`src/rtl/utf8_console_line_editor_assert.svh`:
```
// Assertion macros for the console line editor.
// Expects signals named clock and reset in the scope of each use.
`ifndef UTF8_CONSOLE_LINE_EDITOR_ASSERT_SVH
`define UTF8_CONSOLE_LINE_EDITOR_ASSERT_SVH

// same-cycle implication
`define UCLE_ASSERT_IMP(label, ante, cons, msg) \
   label: assert property (@(posedge clock) disable iff (reset) (ante) |-> (cons)) \
      else $error(msg);

// next-cycle implication
`define UCLE_ASSERT_NEXT(label, ante, cons, msg) \
   label: assert property (@(posedge clock) disable iff (reset) (ante) |=> (cons)) \
      else $error(msg);

`endif

```
`src/rtl/ucle_pkg.sv`:
```
// Shared types, constants and ring index helpers for the console line editor.
// No dependencies.
package ucle_pkg;

   localparam int unsigned RING_DEPTH = 128;
   localparam int unsigned ADDR_W     = $clog2(RING_DEPTH);
   localparam int unsigned IDX_MOD    = 2 * RING_DEPTH;
   localparam int unsigned IDX_W      = $clog2(IDX_MOD);

   typedef logic [IDX_W-1:0]  idx_type;
   typedef logic [ADDR_W-1:0] addr_type;

   localparam logic [7:0] CHAR_NUL  = 8'h00;
   localparam logic [7:0] CTRL_D    = 8'h04;
   localparam logic [7:0] CTRL_H    = 8'h08;
   localparam logic [7:0] CHAR_LF   = 8'h0A;
   localparam logic [7:0] CHAR_CR   = 8'h0D;
   localparam logic [7:0] CTRL_P    = 8'h10;
   localparam logic [7:0] CTRL_U    = 8'h15;
   localparam logic [7:0] DEL_KEY   = 8'h7F;
   localparam logic [7:0] CONT_MASK = 8'hC0;
   localparam logic [7:0] CONT_TAG  = 8'h80;

   localparam logic [8:0] COL_MAX  = 9'd511;
   // character length counter saturates here: anything longer decodes as its lead byte
   localparam logic [2:0] LEN_OVER = 3'd5;

   typedef enum logic {
      CMD_RX  = 1'b0,
      CMD_POP = 1'b1
   } cmd_type;

   typedef enum logic [2:0] {
      KIND_ECHO  = 3'd0,
      KIND_ERASE = 3'd1,
      KIND_DATA  = 3'd2,
      KIND_EMPTY = 3'd3,
      KIND_EOF   = 3'd4
   } kind_type;

   typedef logic [20:0] rune_type;

   localparam int unsigned WIDE_RANGES = 10;
   localparam rune_type WIDE_LO [WIDE_RANGES] = '{
      21'h01100, 21'h02329, 21'h02E80, 21'h0AC00, 21'h0F900,
      21'h0FE10, 21'h0FE30, 21'h0FF00, 21'h0FFE0, 21'h20000
   };
   localparam rune_type WIDE_HI [WIDE_RANGES] = '{
      21'h0115F, 21'h0232A, 21'h0A4CF, 21'h0D7A3, 21'h0FAFF,
      21'h0FE19, 21'h0FE6F, 21'h0FF60, 21'h0FFE6, 21'h3FFFD
   };

   // lead byte, byte count, and continuation payload (nearest-to-cursor byte in bits 5:0)
   typedef struct packed {
      logic [7:0]  c0;
      logic [2:0]  len;
      logic [17:0] acc;
   } rune_parts_type;

   function automatic idx_type idx_inc(idx_type a);
      return (a == idx_type'(IDX_MOD - 1)) ? '0 : a + idx_type'(1);
   endfunction

   function automatic idx_type idx_dec(idx_type a);
      return (a == '0) ? idx_type'(IDX_MOD - 1) : a - idx_type'(1);
   endfunction

   function automatic idx_type idx_sub(idx_type a, idx_type b);
      logic [IDX_W:0] t;
      t = {1'b0, a} + (IDX_W+1)'(IDX_MOD) - {1'b0, b};
      return (a >= b) ? a - b : idx_type'(t);
   endfunction

   function automatic addr_type idx_addr(idx_type a);
      return (a >= idx_type'(RING_DEPTH)) ? addr_type'(a - idx_type'(RING_DEPTH))
                                          : addr_type'(a);
   endfunction

endpackage

```
`src/rtl/ucle_channels.sv`:
```
// Request and response channel interfaces of the console line editor.
// Valid/ready handshake; a word moves when both are high. No dependencies.
interface ucle_req_if;
   logic       valid;
   logic       ready;
   logic       cmd;
   logic [7:0] rx_char;
   logic       mid_read;

   modport source (output valid, cmd, rx_char, mid_read, input ready);
   modport sink   (input valid, cmd, rx_char, mid_read, output ready);
endinterface

interface ucle_rsp_if;
   logic       valid;
   logic       ready;
   logic [2:0] kind;
   logic [7:0] out_byte;
   logic [8:0] erase_columns;
   logic       line_end;

   modport source (output valid, kind, out_byte, erase_columns, line_end, input ready);
   modport sink   (input valid, kind, out_byte, erase_columns, line_end, output ready);
endinterface

```
`src/rtl/utf8_console_line_editor.sv`:
```
// Canonical-mode console line editor: ring store, index registers and sequencer.
// Depends on ucle_pkg, ucle_channels, ucle_ram, ucle_rune_width and the assert header.

// A keyboard byte (cmd 0) but NUL, ^P or an erase key is stored and echoed while the
// ring has room, CR turned into LF; LF, ^D or a full ring commits the line. A pop
// (cmd 1) is answered from S_IDLE if no committed byte waits, else via S_RDATA.
// Backspace/DEL pass S_ERASE_GO, S_WALK, S_WIDTH; ^U loops S_KILL_CHK, S_KILL_TEST,
// S_WALK, S_WIDTH per character. The ring has a single registered read port: the erase
// walks back over continuation bytes one byte per cycle, then does the width lookup.
// The ring needs no clearing pass after reset. req_chan.ready is low while an item is
// being worked, and also while a result waits with rsp_chan.ready low.
`include "utf8_console_line_editor_assert.svh"

module utf8_console_line_editor (
   input  logic       clock,
   input  logic       reset,
   ucle_req_if.sink   req_chan,
   ucle_rsp_if.source rsp_chan
);

   typedef enum logic [6:0] {
      S_IDLE      = 7'b0000001,
      S_RDATA     = 7'b0000010,
      S_ERASE_GO  = 7'b0000100,
      S_KILL_CHK  = 7'b0001000,
      S_KILL_TEST = 7'b0010000,
      S_WALK      = 7'b0100000,
      S_WIDTH     = 7'b1000000
   } state_type;

   state_type                state_ff, state_in;
   ucle_pkg::idx_type        read_ff, read_in;
   ucle_pkg::idx_type        commit_ff, commit_in;
   ucle_pkg::idx_type        edit_ff, edit_in;
   ucle_pkg::idx_type        walk_ff, walk_in;
   logic [2:0]               len_ff, len_in;
   logic [17:0]              acc_ff, acc_in;
   logic [7:0]               c0_ff, c0_in;
   logic [8:0]               cols_ff, cols_in;
   logic                     kill_ff, kill_in;
   logic                     mid_ff, mid_in;

   logic                     rsp_valid_ff, rsp_valid_in;
   ucle_pkg::kind_type       rsp_kind_ff, rsp_kind_in;
   logic [7:0]               rsp_byte_ff, rsp_byte_in;
   logic [8:0]               rsp_cols_ff, rsp_cols_in;
   logic                     rsp_end_ff, rsp_end_in;

   logic                     req_fire;
   logic                     load;
   ucle_pkg::kind_type       load_kind;
   logic [7:0]               load_byte;
   logic [8:0]               load_cols;
   logic                     load_end;

   logic                     ram_we;
   ucle_pkg::addr_type       ram_waddr;
   ucle_pkg::addr_type       ram_raddr;
   logic [7:0]               ram_wdata;
   logic [7:0]               ram_rdata;

   ucle_pkg::idx_type        used;
   ucle_pkg::idx_type        edit_m1;
   ucle_pkg::idx_type        walk_m1;
   logic [7:0]               rx_mapped;
   ucle_pkg::rune_parts_type parts;
   logic                     wide;
   logic [9:0]               cols_sum;
   logic [8:0]               cols_sat;

   logic                     chk_occ_ok;
   logic                     chk_order_ok;
   logic                     chk_empty_pop;
   logic                     chk_empty_ans;
   logic                     chk_slot_free;
   logic                     chk_len_ok;

   ucle_ram #(
      .WIDTH (8),
      .DEPTH (ucle_pkg::RING_DEPTH)
   ) u_ring (
      .clock (clock),
      .we    (ram_we),
      .waddr (ram_waddr),
      .wdata (ram_wdata),
      .raddr (ram_raddr),
      .rdata (ram_rdata)
   );

   assign parts = '{c0: c0_ff, len: len_ff, acc: acc_ff};

   ucle_rune_width u_width (
      .parts (parts),
      .wide  (wide)
   );

   assign req_chan.ready = (state_ff == S_IDLE) && (!rsp_valid_ff || rsp_chan.ready);
   assign req_fire       = req_chan.valid && req_chan.ready;

   assign used      = ucle_pkg::idx_sub(edit_ff, read_ff);
   assign edit_m1   = ucle_pkg::idx_dec(edit_ff);
   assign walk_m1   = ucle_pkg::idx_dec(walk_ff);
   assign rx_mapped = (req_chan.rx_char == ucle_pkg::CHAR_CR) ? ucle_pkg::CHAR_LF
                                                              : req_chan.rx_char;
   assign cols_sum  = {1'b0, cols_ff} + (wide ? 10'd2 : 10'd1);
   assign cols_sat  = (cols_sum > {1'b0, ucle_pkg::COL_MAX}) ? ucle_pkg::COL_MAX
                                                             : cols_sum[8:0];

   always_comb begin
      state_in  = state_ff;
      read_in   = read_ff;
      commit_in = commit_ff;
      edit_in   = edit_ff;
      walk_in   = walk_ff;
      len_in    = len_ff;
      acc_in    = acc_ff;
      c0_in     = c0_ff;
      cols_in   = cols_ff;
      kill_in   = kill_ff;
      mid_in    = mid_ff;

      ram_we    = 1'b0;
      ram_waddr = ucle_pkg::idx_addr(edit_ff);
      ram_wdata = rx_mapped;
      ram_raddr = ucle_pkg::idx_addr(read_ff);

      load      = 1'b0;
      load_kind = ucle_pkg::KIND_ECHO;
      load_byte = 8'd0;
      load_cols = 9'd0;
      load_end  = 1'b0;

      unique case (state_ff)
         S_IDLE: begin
            if (req_fire) begin
               if (req_chan.cmd == ucle_pkg::CMD_POP) begin
                  mid_in = req_chan.mid_read;
                  if (read_ff == commit_ff) begin
                     load      = 1'b1;
                     load_kind = ucle_pkg::KIND_EMPTY;
                  end else begin
                     state_in = S_RDATA;
                  end
               end else begin
                  case (req_chan.rx_char) inside
                     ucle_pkg::CTRL_P: begin
                     end
                     ucle_pkg::CTRL_U: begin
                        cols_in  = 9'd0;
                        kill_in  = 1'b1;
                        state_in = S_KILL_CHK;
                     end
                     ucle_pkg::CTRL_H, ucle_pkg::DEL_KEY: begin
                        if (edit_ff != commit_ff) begin
                           cols_in  = 9'd0;
                           kill_in  = 1'b0;
                           state_in = S_ERASE_GO;
                        end
                     end
                     default: begin
                        if ((req_chan.rx_char != ucle_pkg::CHAR_NUL) &&
                            (used < ucle_pkg::idx_type'(ucle_pkg::RING_DEPTH))) begin
                           ram_we  = 1'b1;
                           edit_in = ucle_pkg::idx_inc(edit_ff);
                           if ((rx_mapped == ucle_pkg::CHAR_LF) ||
                               (rx_mapped == ucle_pkg::CTRL_D) ||
                               (used == ucle_pkg::idx_type'(ucle_pkg::RING_DEPTH - 1))) begin
                              commit_in = ucle_pkg::idx_inc(edit_ff);
                           end
                           load      = 1'b1;
                           load_kind = ucle_pkg::KIND_ECHO;
                           load_byte = rx_mapped;
                        end
                     end
                  endcase
               end
            end
         end

         S_RDATA: begin
            state_in = S_IDLE;
            load     = 1'b1;
            if (ram_rdata == ucle_pkg::CTRL_D) begin
               // mid-read: leave ^D in the ring for the next read
               if (!mid_ff) begin
                  read_in = ucle_pkg::idx_inc(read_ff);
               end
               load_kind = ucle_pkg::KIND_EOF;
            end else begin
               read_in   = ucle_pkg::idx_inc(read_ff);
               load_kind = ucle_pkg::KIND_DATA;
               load_byte = ram_rdata;
               load_end  = (ram_rdata == ucle_pkg::CHAR_LF);
            end
         end

         S_ERASE_GO: begin
            ram_raddr = ucle_pkg::idx_addr(edit_m1);
            walk_in   = edit_m1;
            len_in    = 3'd1;
            acc_in    = '0;
            state_in  = S_WALK;
         end

         S_KILL_CHK: begin
            ram_raddr = ucle_pkg::idx_addr(edit_m1);
            if (edit_ff == commit_ff) begin
               state_in  = S_IDLE;
               load      = (cols_ff != 9'd0);
               load_kind = ucle_pkg::KIND_ERASE;
               load_cols = cols_ff;
            end else begin
               state_in = S_KILL_TEST;
            end
         end

         S_KILL_TEST: begin
            // ^U stops at a newline left in the uncommitted part
            ram_raddr = ucle_pkg::idx_addr(edit_m1);
            if (ram_rdata == ucle_pkg::CHAR_LF) begin
               state_in  = S_IDLE;
               load      = (cols_ff != 9'd0);
               load_kind = ucle_pkg::KIND_ERASE;
               load_cols = cols_ff;
            end else begin
               walk_in  = edit_m1;
               len_in   = 3'd1;
               acc_in   = '0;
               state_in = S_WALK;
            end
         end

         S_WALK: begin
            // ram_rdata holds the byte at walk_ff
            ram_raddr = ucle_pkg::idx_addr(walk_m1);
            if ((walk_ff != commit_ff) &&
                ((ram_rdata & ucle_pkg::CONT_MASK) == ucle_pkg::CONT_TAG)) begin
               walk_in = walk_m1;
               len_in  = (len_ff == ucle_pkg::LEN_OVER) ? len_ff : len_ff + 3'd1;
               case (len_ff)
                  3'd1:    acc_in[5:0]   = ram_rdata[5:0];
                  3'd2:    acc_in[11:6]  = ram_rdata[5:0];
                  3'd3:    acc_in[17:12] = ram_rdata[5:0];
                  default: acc_in        = acc_ff;
               endcase
            end else begin
               c0_in    = ram_rdata;
               edit_in  = walk_ff;
               state_in = S_WIDTH;
            end
         end

         S_WIDTH: begin
            if (kill_ff) begin
               cols_in  = cols_sat;
               state_in = S_KILL_CHK;
            end else begin
               load      = 1'b1;
               load_kind = ucle_pkg::KIND_ERASE;
               load_cols = cols_sat;
               state_in  = S_IDLE;
            end
         end

         default: begin
            state_in = S_IDLE;
         end
      endcase
   end

   always_comb begin
      rsp_valid_in = rsp_valid_ff;
      rsp_kind_in  = rsp_kind_ff;
      rsp_byte_in  = rsp_byte_ff;
      rsp_cols_in  = rsp_cols_ff;
      rsp_end_in   = rsp_end_ff;
      if (load) begin
         rsp_valid_in = 1'b1;
         rsp_kind_in  = load_kind;
         rsp_byte_in  = load_byte;
         rsp_cols_in  = load_cols;
         rsp_end_in   = load_end;
      end else if (rsp_chan.ready) begin
         rsp_valid_in = 1'b0;
      end
   end

   always_ff @(posedge clock) begin
      if (reset) begin
         state_ff     <= S_IDLE;
         read_ff      <= '0;
         commit_ff    <= '0;
         edit_ff      <= '0;
         rsp_valid_ff <= 1'b0;
      end else begin
         state_ff     <= state_in;
         read_ff      <= read_in;
         commit_ff    <= commit_in;
         edit_ff      <= edit_in;
         rsp_valid_ff <= rsp_valid_in;
      end
   end

   always_ff @(posedge clock) begin
      walk_ff     <= walk_in;
      len_ff      <= len_in;
      acc_ff      <= acc_in;
      c0_ff       <= c0_in;
      cols_ff     <= cols_in;
      kill_ff     <= kill_in;
      mid_ff      <= mid_in;
      rsp_kind_ff <= rsp_kind_in;
      rsp_byte_ff <= rsp_byte_in;
      rsp_cols_ff <= rsp_cols_in;
      rsp_end_ff  <= rsp_end_in;
   end

   assign rsp_chan.valid         = rsp_valid_ff;
   assign rsp_chan.kind          = rsp_kind_ff;
   assign rsp_chan.out_byte      = rsp_byte_ff;
   assign rsp_chan.erase_columns = rsp_cols_ff;
   assign rsp_chan.line_end      = rsp_end_ff;

   assign chk_occ_ok    = (used <= ucle_pkg::idx_type'(ucle_pkg::RING_DEPTH));
   assign chk_order_ok  = (ucle_pkg::idx_sub(commit_ff, read_ff) <= used);
   assign chk_empty_pop = req_fire && (req_chan.cmd == ucle_pkg::CMD_POP) &&
                          (read_ff == commit_ff);
   assign chk_empty_ans = rsp_valid_ff && (rsp_kind_ff == ucle_pkg::KIND_EMPTY);
   assign chk_slot_free = !rsp_valid_ff || rsp_chan.ready;
   assign chk_len_ok    = (len_ff != 3'd0) && (len_ff <= ucle_pkg::LEN_OVER);

   `UCLE_ASSERT_IMP(a_ring_occupancy, 1'b1, chk_occ_ok, "ring holds more than its depth")
   `UCLE_ASSERT_IMP(a_commit_order, 1'b1, chk_order_ok, "commit index beyond edit index")
   `UCLE_ASSERT_NEXT(a_empty_pop, chk_empty_pop, chk_empty_ans, "empty pop not answered")
   `UCLE_ASSERT_IMP(a_slot_free, load, chk_slot_free, "result overwrites a pending word")
   `UCLE_ASSERT_IMP(a_walk_len, state_ff == S_WALK, chk_len_ok, "length counter out of range")

endmodule

```
`src/rtl/ucle_ram.sv`:
```
// Generic single-write, single-read RAM with registered read data.
// No dependencies.
module ucle_ram #(
   parameter int unsigned WIDTH = 8,
   parameter int unsigned DEPTH = 128
) (
   input  logic                     clock,
   input  logic                     we,
   input  logic [$clog2(DEPTH)-1:0] waddr,
   input  logic [WIDTH-1:0]         wdata,
   input  logic [$clog2(DEPTH)-1:0] raddr,
   output logic [WIDTH-1:0]         rdata
);

   logic [WIDTH-1:0] mem_ff [DEPTH];
   logic [WIDTH-1:0] rdata_ff;

   always_ff @(posedge clock) begin
      if (we) begin
         mem_ff[waddr] <= wdata;
      end
      rdata_ff <= mem_ff[raddr];
   end

   assign rdata = rdata_ff;

endmodule

```
`src/rtl/ucle_rune_width.sv`:
```
// Rebuilds a code point from its UTF-8 pieces and flags double-width runes.
// Depends on ucle_pkg.
module ucle_rune_width (
   input  ucle_pkg::rune_parts_type parts,
   output logic                     wide
);

   always_comb begin
      ucle_pkg::rune_type r;
      logic hit;
      case (parts.len)
         3'd2:    r = {10'd0, parts.c0[4:0], parts.acc[5:0]};
         3'd3:    r = {5'd0, parts.c0[3:0], parts.acc[11:0]};
         3'd4:    r = {parts.c0[2:0], parts.acc[17:0]};
         default: r = {13'd0, parts.c0};
      endcase
      // every range starts above the ASCII block
      hit = 1'b0;
      for (int i = 0; i < ucle_pkg::WIDE_RANGES; i++) begin
         hit = hit | ((r >= ucle_pkg::WIDE_LO[i]) && (r <= ucle_pkg::WIDE_HI[i]));
      end
      wide = hit;
   end

endmodule
```
`src/flat_wrapper.sv`:
```
// flat-port wrapper written by rule: the top's interface ports become plain ports
module utf8_console_line_editor_flat 
  (clock, reset, req_chan_valid, req_chan_cmd, req_chan_rx_char, req_chan_mid_read, req_chan_ready, rsp_chan_valid, rsp_chan_kind, rsp_chan_out_byte, rsp_chan_erase_columns, rsp_chan_line_end, rsp_chan_ready);
  ucle_req_if req_chan_i ();
  ucle_rsp_if rsp_chan_i ();
  input  logic clock;
  input  logic reset;
  input wire logic [$bits(req_chan_i.valid)-1:0] req_chan_valid;
  input wire logic [$bits(req_chan_i.cmd)-1:0] req_chan_cmd;
  input wire logic [$bits(req_chan_i.rx_char)-1:0] req_chan_rx_char;
  input wire logic [$bits(req_chan_i.mid_read)-1:0] req_chan_mid_read;
  output wire logic [$bits(req_chan_i.ready)-1:0] req_chan_ready;
  output wire logic [$bits(rsp_chan_i.valid)-1:0] rsp_chan_valid;
  output wire logic [$bits(rsp_chan_i.kind)-1:0] rsp_chan_kind;
  output wire logic [$bits(rsp_chan_i.out_byte)-1:0] rsp_chan_out_byte;
  output wire logic [$bits(rsp_chan_i.erase_columns)-1:0] rsp_chan_erase_columns;
  output wire logic [$bits(rsp_chan_i.line_end)-1:0] rsp_chan_line_end;
  input wire logic [$bits(rsp_chan_i.ready)-1:0] rsp_chan_ready;
  assign req_chan_i.valid = req_chan_valid;
  assign req_chan_i.cmd = req_chan_cmd;
  assign req_chan_i.rx_char = req_chan_rx_char;
  assign req_chan_i.mid_read = req_chan_mid_read;
  assign req_chan_ready = req_chan_i.ready;
  assign rsp_chan_valid = rsp_chan_i.valid;
  assign rsp_chan_kind = rsp_chan_i.kind;
  assign rsp_chan_out_byte = rsp_chan_i.out_byte;
  assign rsp_chan_erase_columns = rsp_chan_i.erase_columns;
  assign rsp_chan_line_end = rsp_chan_i.line_end;
  assign rsp_chan_i.ready = rsp_chan_ready;
  utf8_console_line_editor u_core (.clock(clock), .reset(reset), .req_chan(req_chan_i), .rsp_chan(rsp_chan_i));
endmodule
```
`config.mk`:
```
export PLATFORM = sky130hd
export DESIGN_NAME = utf8_console_line_editor_flat
export DESIGN_NICKNAME = d
export VERILOG_FILES = /design/src/rtl/ucle_pkg.sv /design/src/rtl/ucle_channels.sv /design/src/rtl/utf8_console_line_editor.sv /design/src/rtl/ucle_ram.sv /design/src/rtl/ucle_rune_width.sv /design/src/flat_wrapper.sv
export VERILOG_INCLUDE_DIRS = /design/src /design/src/rtl
export SDC_FILE = /design/constraint.sdc
export NUM_CORES = 2
export LEC_CHECK = 0
export ABC_AREA = 1
export BUFFER_PORTS_ARGS = -buffer_cell sky130_fd_sc_hd__buf_4
export CAP_MARGIN = 20
export CORE_MARGIN = 4
export CORE_UTILIZATION = 55
export DETAILED_ROUTE_END_ITERATION = 10
export PLACE_DENSITY = 0.73
export SLEW_MARGIN = 20
export SYNTH_ARGS = -nofsm -noshare
export SYNTH_HDL_FRONTEND = slang
export SYNTH_SLANG_ARGS = --single-unit
export TNS_END_PERCENT = 50
```
`constraint.sdc`:
```
create_clock -name clock -period 4.1 [get_ports clock]
set_input_delay 0 -clock clock [delete_from_list [all_inputs] [get_ports clock]]
set_output_delay 0 -clock clock [all_outputs]
set_load 0.02 [all_outputs]
```
==> qor.yml <==
run_status:
  status: "complete, but fails checks"
  violations: "negative setup slack"
clocking:
  clock_latency_ps: 710
  cts_buffers: 111
  cts-root-buf: "clkbuf_16"
  htreeDepth: 3
  cts_sinks: 1133
  clk_pin_slew_ps: 60
  clockBufferDepth: 3
  cts_tree: "done"
placement:
  dp_slack_ps: -458
  gp_congestion: 0.965
  place_hpwl_um: 86400
  io_buffer_count: 36
  postPlaceCellArea_um2: 56500
cells_and_area:
  num_antenna_cells: 0
  drive_gt1_share_pct: 14.1
  nNetsFinal: 5433
  areaGrowthSynthToFinish_pct: 15.3
  fin_util_pct: 64.2
  fin_area_um2: 61200
critical_path:
  cp.depth: 29
  path_buf_inv: 7
  slowest_delay_ps: 420
  crit_family: "simple AND/OR/NAND/NOR gates"
  cpMostUsedCell: "nor2_4"
  worstReg2RegEnd: "u_core.rsp_chan.erase_columns[8]"
  cp-endpoint: "u_core.rsp_chan.erase_columns[8]"
  critical_path_class: "register to register"
  ff2ff_setup_slack_ps: -280
  cp_max_fo: 6
  cp-end-kind: "register"
  worstRegToRegCells: 29
  cp.arrival_ps: 4810
  crit_path_start_kind: "register"
  r2r_start: "u_core.len_ff[1]"
  slowest_stage: "edfxtp_1"
  critical_path_required_ps: 4530
  crit_path_start: "u_core.len_ff[1]"
synth:
  syn_inst: 5163
  synthFlopType: "edfxtp_1"
  synth_top_cell_by_area: "edfxtp_1"
  ys_ff_latch: 1133
  synth.distinct_cells: 53
  synthArstFlopShare_pct: 0
  synth-seq-area-share_pct: 63.4
  ys_warn_count: 0
  synth_commonest_cells: "1107 x nand3_1, 1093 x edfxtp_1, 924 x nand2_1"
  yosysMostFrequentCell: "nand3_1"
  synth_area_um2: 53100
  synth.area.top_cells: "edfxtp_1 62%, nand3_1 10%, nand2_1 6.5%"
  syn_area_per_cell_um2: 10.3
  synthesis.nets: 5199
  synth_edf_count: 1093
  yosysTopAreaCellShare_pct: 61.9
sta:
  fin_ws_ps: -280
  max_freq_mhz: 228
  maxSlewViolCount: 0
  setup-violations-final: 12
  rsz0062_at_grt: "true"
  hold_viol_final: 0
  relSlewSlack_pct: 26.2
  finalCritPeriodShare_pct: 107
  skew_ps: 34.8
  fin_crit_ps: 4380
  worst_slew_pin_slew_ps: 1100
global_route:
  antenna_found_initial: 2
  grt_pass1_vias: 38200
  gr-usage-all-layers_pct: 28.1
  grt_max_degree: 137
  grt_pass1_wl_um: 223000
  gr-total-overflow: 0
floorplan:
  boundaryPins: 37
  die_h_um: 319
  die-area_um2: 102000
  num_rows: 113
  coreArea_um2: 95300
  fp.dieW_um: 319
  start_util_pct: 55.7
hold_path:
  worstHoldPathType: "primary input to register"
detailed_routing:
  vias: 39300
  wire_per_inst_um: 21.6
  postRouteAntennaNets: 0
  vias_per_cell: 5.81
  drc: 0
  wl_um: 146000
  firstDrtPassIters: 6
  drtIter0Drc: 5305
power_and_ir_drop:
  leakagePower_nw: 24.0
  peakVddDrop_mv: 0.356
  power_per_cell_area_nw_per_um2: 440
  p_total_mw: 26.9
run:
  max_cap_viol_count: 0
## cells in the final DEF, fill, tap and decap left out, drive strengths merged, types with 49 or more instances in the layout
cell    synthesis  final
inv           699    706
edfxtp       1093   1093
nor2          280    280
o21ai          79     79
nand2         938    939
clkbuf         35    139
buf           271    411
nand3b        383    383
clkinv          4     49
nand3        1109   1109
## registers in the layout (all words and copies together) (netlist names), 8 cells and up
register	cells
u_core.acc_ff	18
u_core.c0_ff	8
u_core.cols_ff	9
u_core.commit_ff	8
u_core.edit_ff	8
u_core.read_ff	8
u_core.rsp_chan.erase_columns	9
u_core.rsp_chan.out_byte	8
u_core.u_ring.mem_ff	1024
u_core.u_ring.rdata	8
u_core.walk_ff	8
## per-layer routing
metal	global-route usage (%)	up-vias	wire length (um)
met4	12.0	4	6460
met5	0	-	23
met2	44.7	1933	68300
met1	38.2	18800	57800
li1	-	18100	-
met3	5.36	373	13400
## metrics by stage
step | std cells | setup TNS (ps) | hold slack [ps]
finish | 6756 | -1390 | 21.1
global route | 6756 | -5260 | 21.0
global placement | 6506 | -4600 | 179
CTS | 6744 | -716 | 13.4
floorplan | 5163 | 0 | 71.6
detailed placement | 6506 | -5750 | 187
## worst reg2reg max path: cells and delay by family (launching register included)
| kind | cells | cell delay [ps] |
|---|---|---|
| simple gates | 17 | 2130 |
| fa+ha+maj | 3 | 680 |
| buf+inv | 7 | 640 |
| flops | 1 | 420 |
| compound gates | 2 | 250 |
## timing repair
action / in CTS / in global routing
endpoints found under the hold margin: 200 / 0
cloned: 2 / 0
pin swaps: 23 / 34
hold buffers: 14 / 0
buffers inserted: 15 / 13
gates resized for setup: 77 / 110
endpoints found under the setup margin: 18 / 24
## worst min-delay path by stage
stage,from,end,slack (ps),cells after the start
2_1_floorplan,reset,u_core.read_ff[6],70,1
3_3_place_gp,req_chan_mid_read,u_core.mid_ff,180,1
3_5_place_dp,req_chan_mid_read,u_core.mid_ff,190,1
4_1_cts,req_chan_mid_read,u_core.mid_ff,10,2
5_1_grt,req_chan_mid_read,u_core.mid_ff,20,2
6_report,req_chan_mid_read,u_core.mid_ff,20,2
## final cells by class
type / count / area [um2]
Inverter: 703 / 2660
Fill cell: 7325 / 34100
Timing Repair Buffer: 425 / 3770
Sequential cell: 1133 / 33600
Clock inverter: 68 / 713
Multi-Input combinational cell: 3022 / 15900
Timing Repair inverter: 1 / 3.75
Tap cell: 1265 / 1580
Clock buffer: 139 / 2950
## kinds of logic after synthesis
family / after synthesis / synth area share [%]
compound gates: 166 / 1.79
xor+xnor: 22 / 0.363
fa+ha+maj: 22 / 0.547
buf+inv: 1009 / 7.97
flops: 1133 / 63.4
simple gates: 2811 / 26.0
## power by group
| group | switching [mW] | leakage [nW] | total [mW] | internal, mW |
|---|---|---|---|---|
| Sequential | 0.164 | 10.2 | 13.1 | 13.0 |
| Combinational | 2.48 | 12.0 | 3.48 | 1.00 |
| Clock | 4.36 | 1.78 | 10.3 | 5.91 |
(Power assumes the default switching activity.)
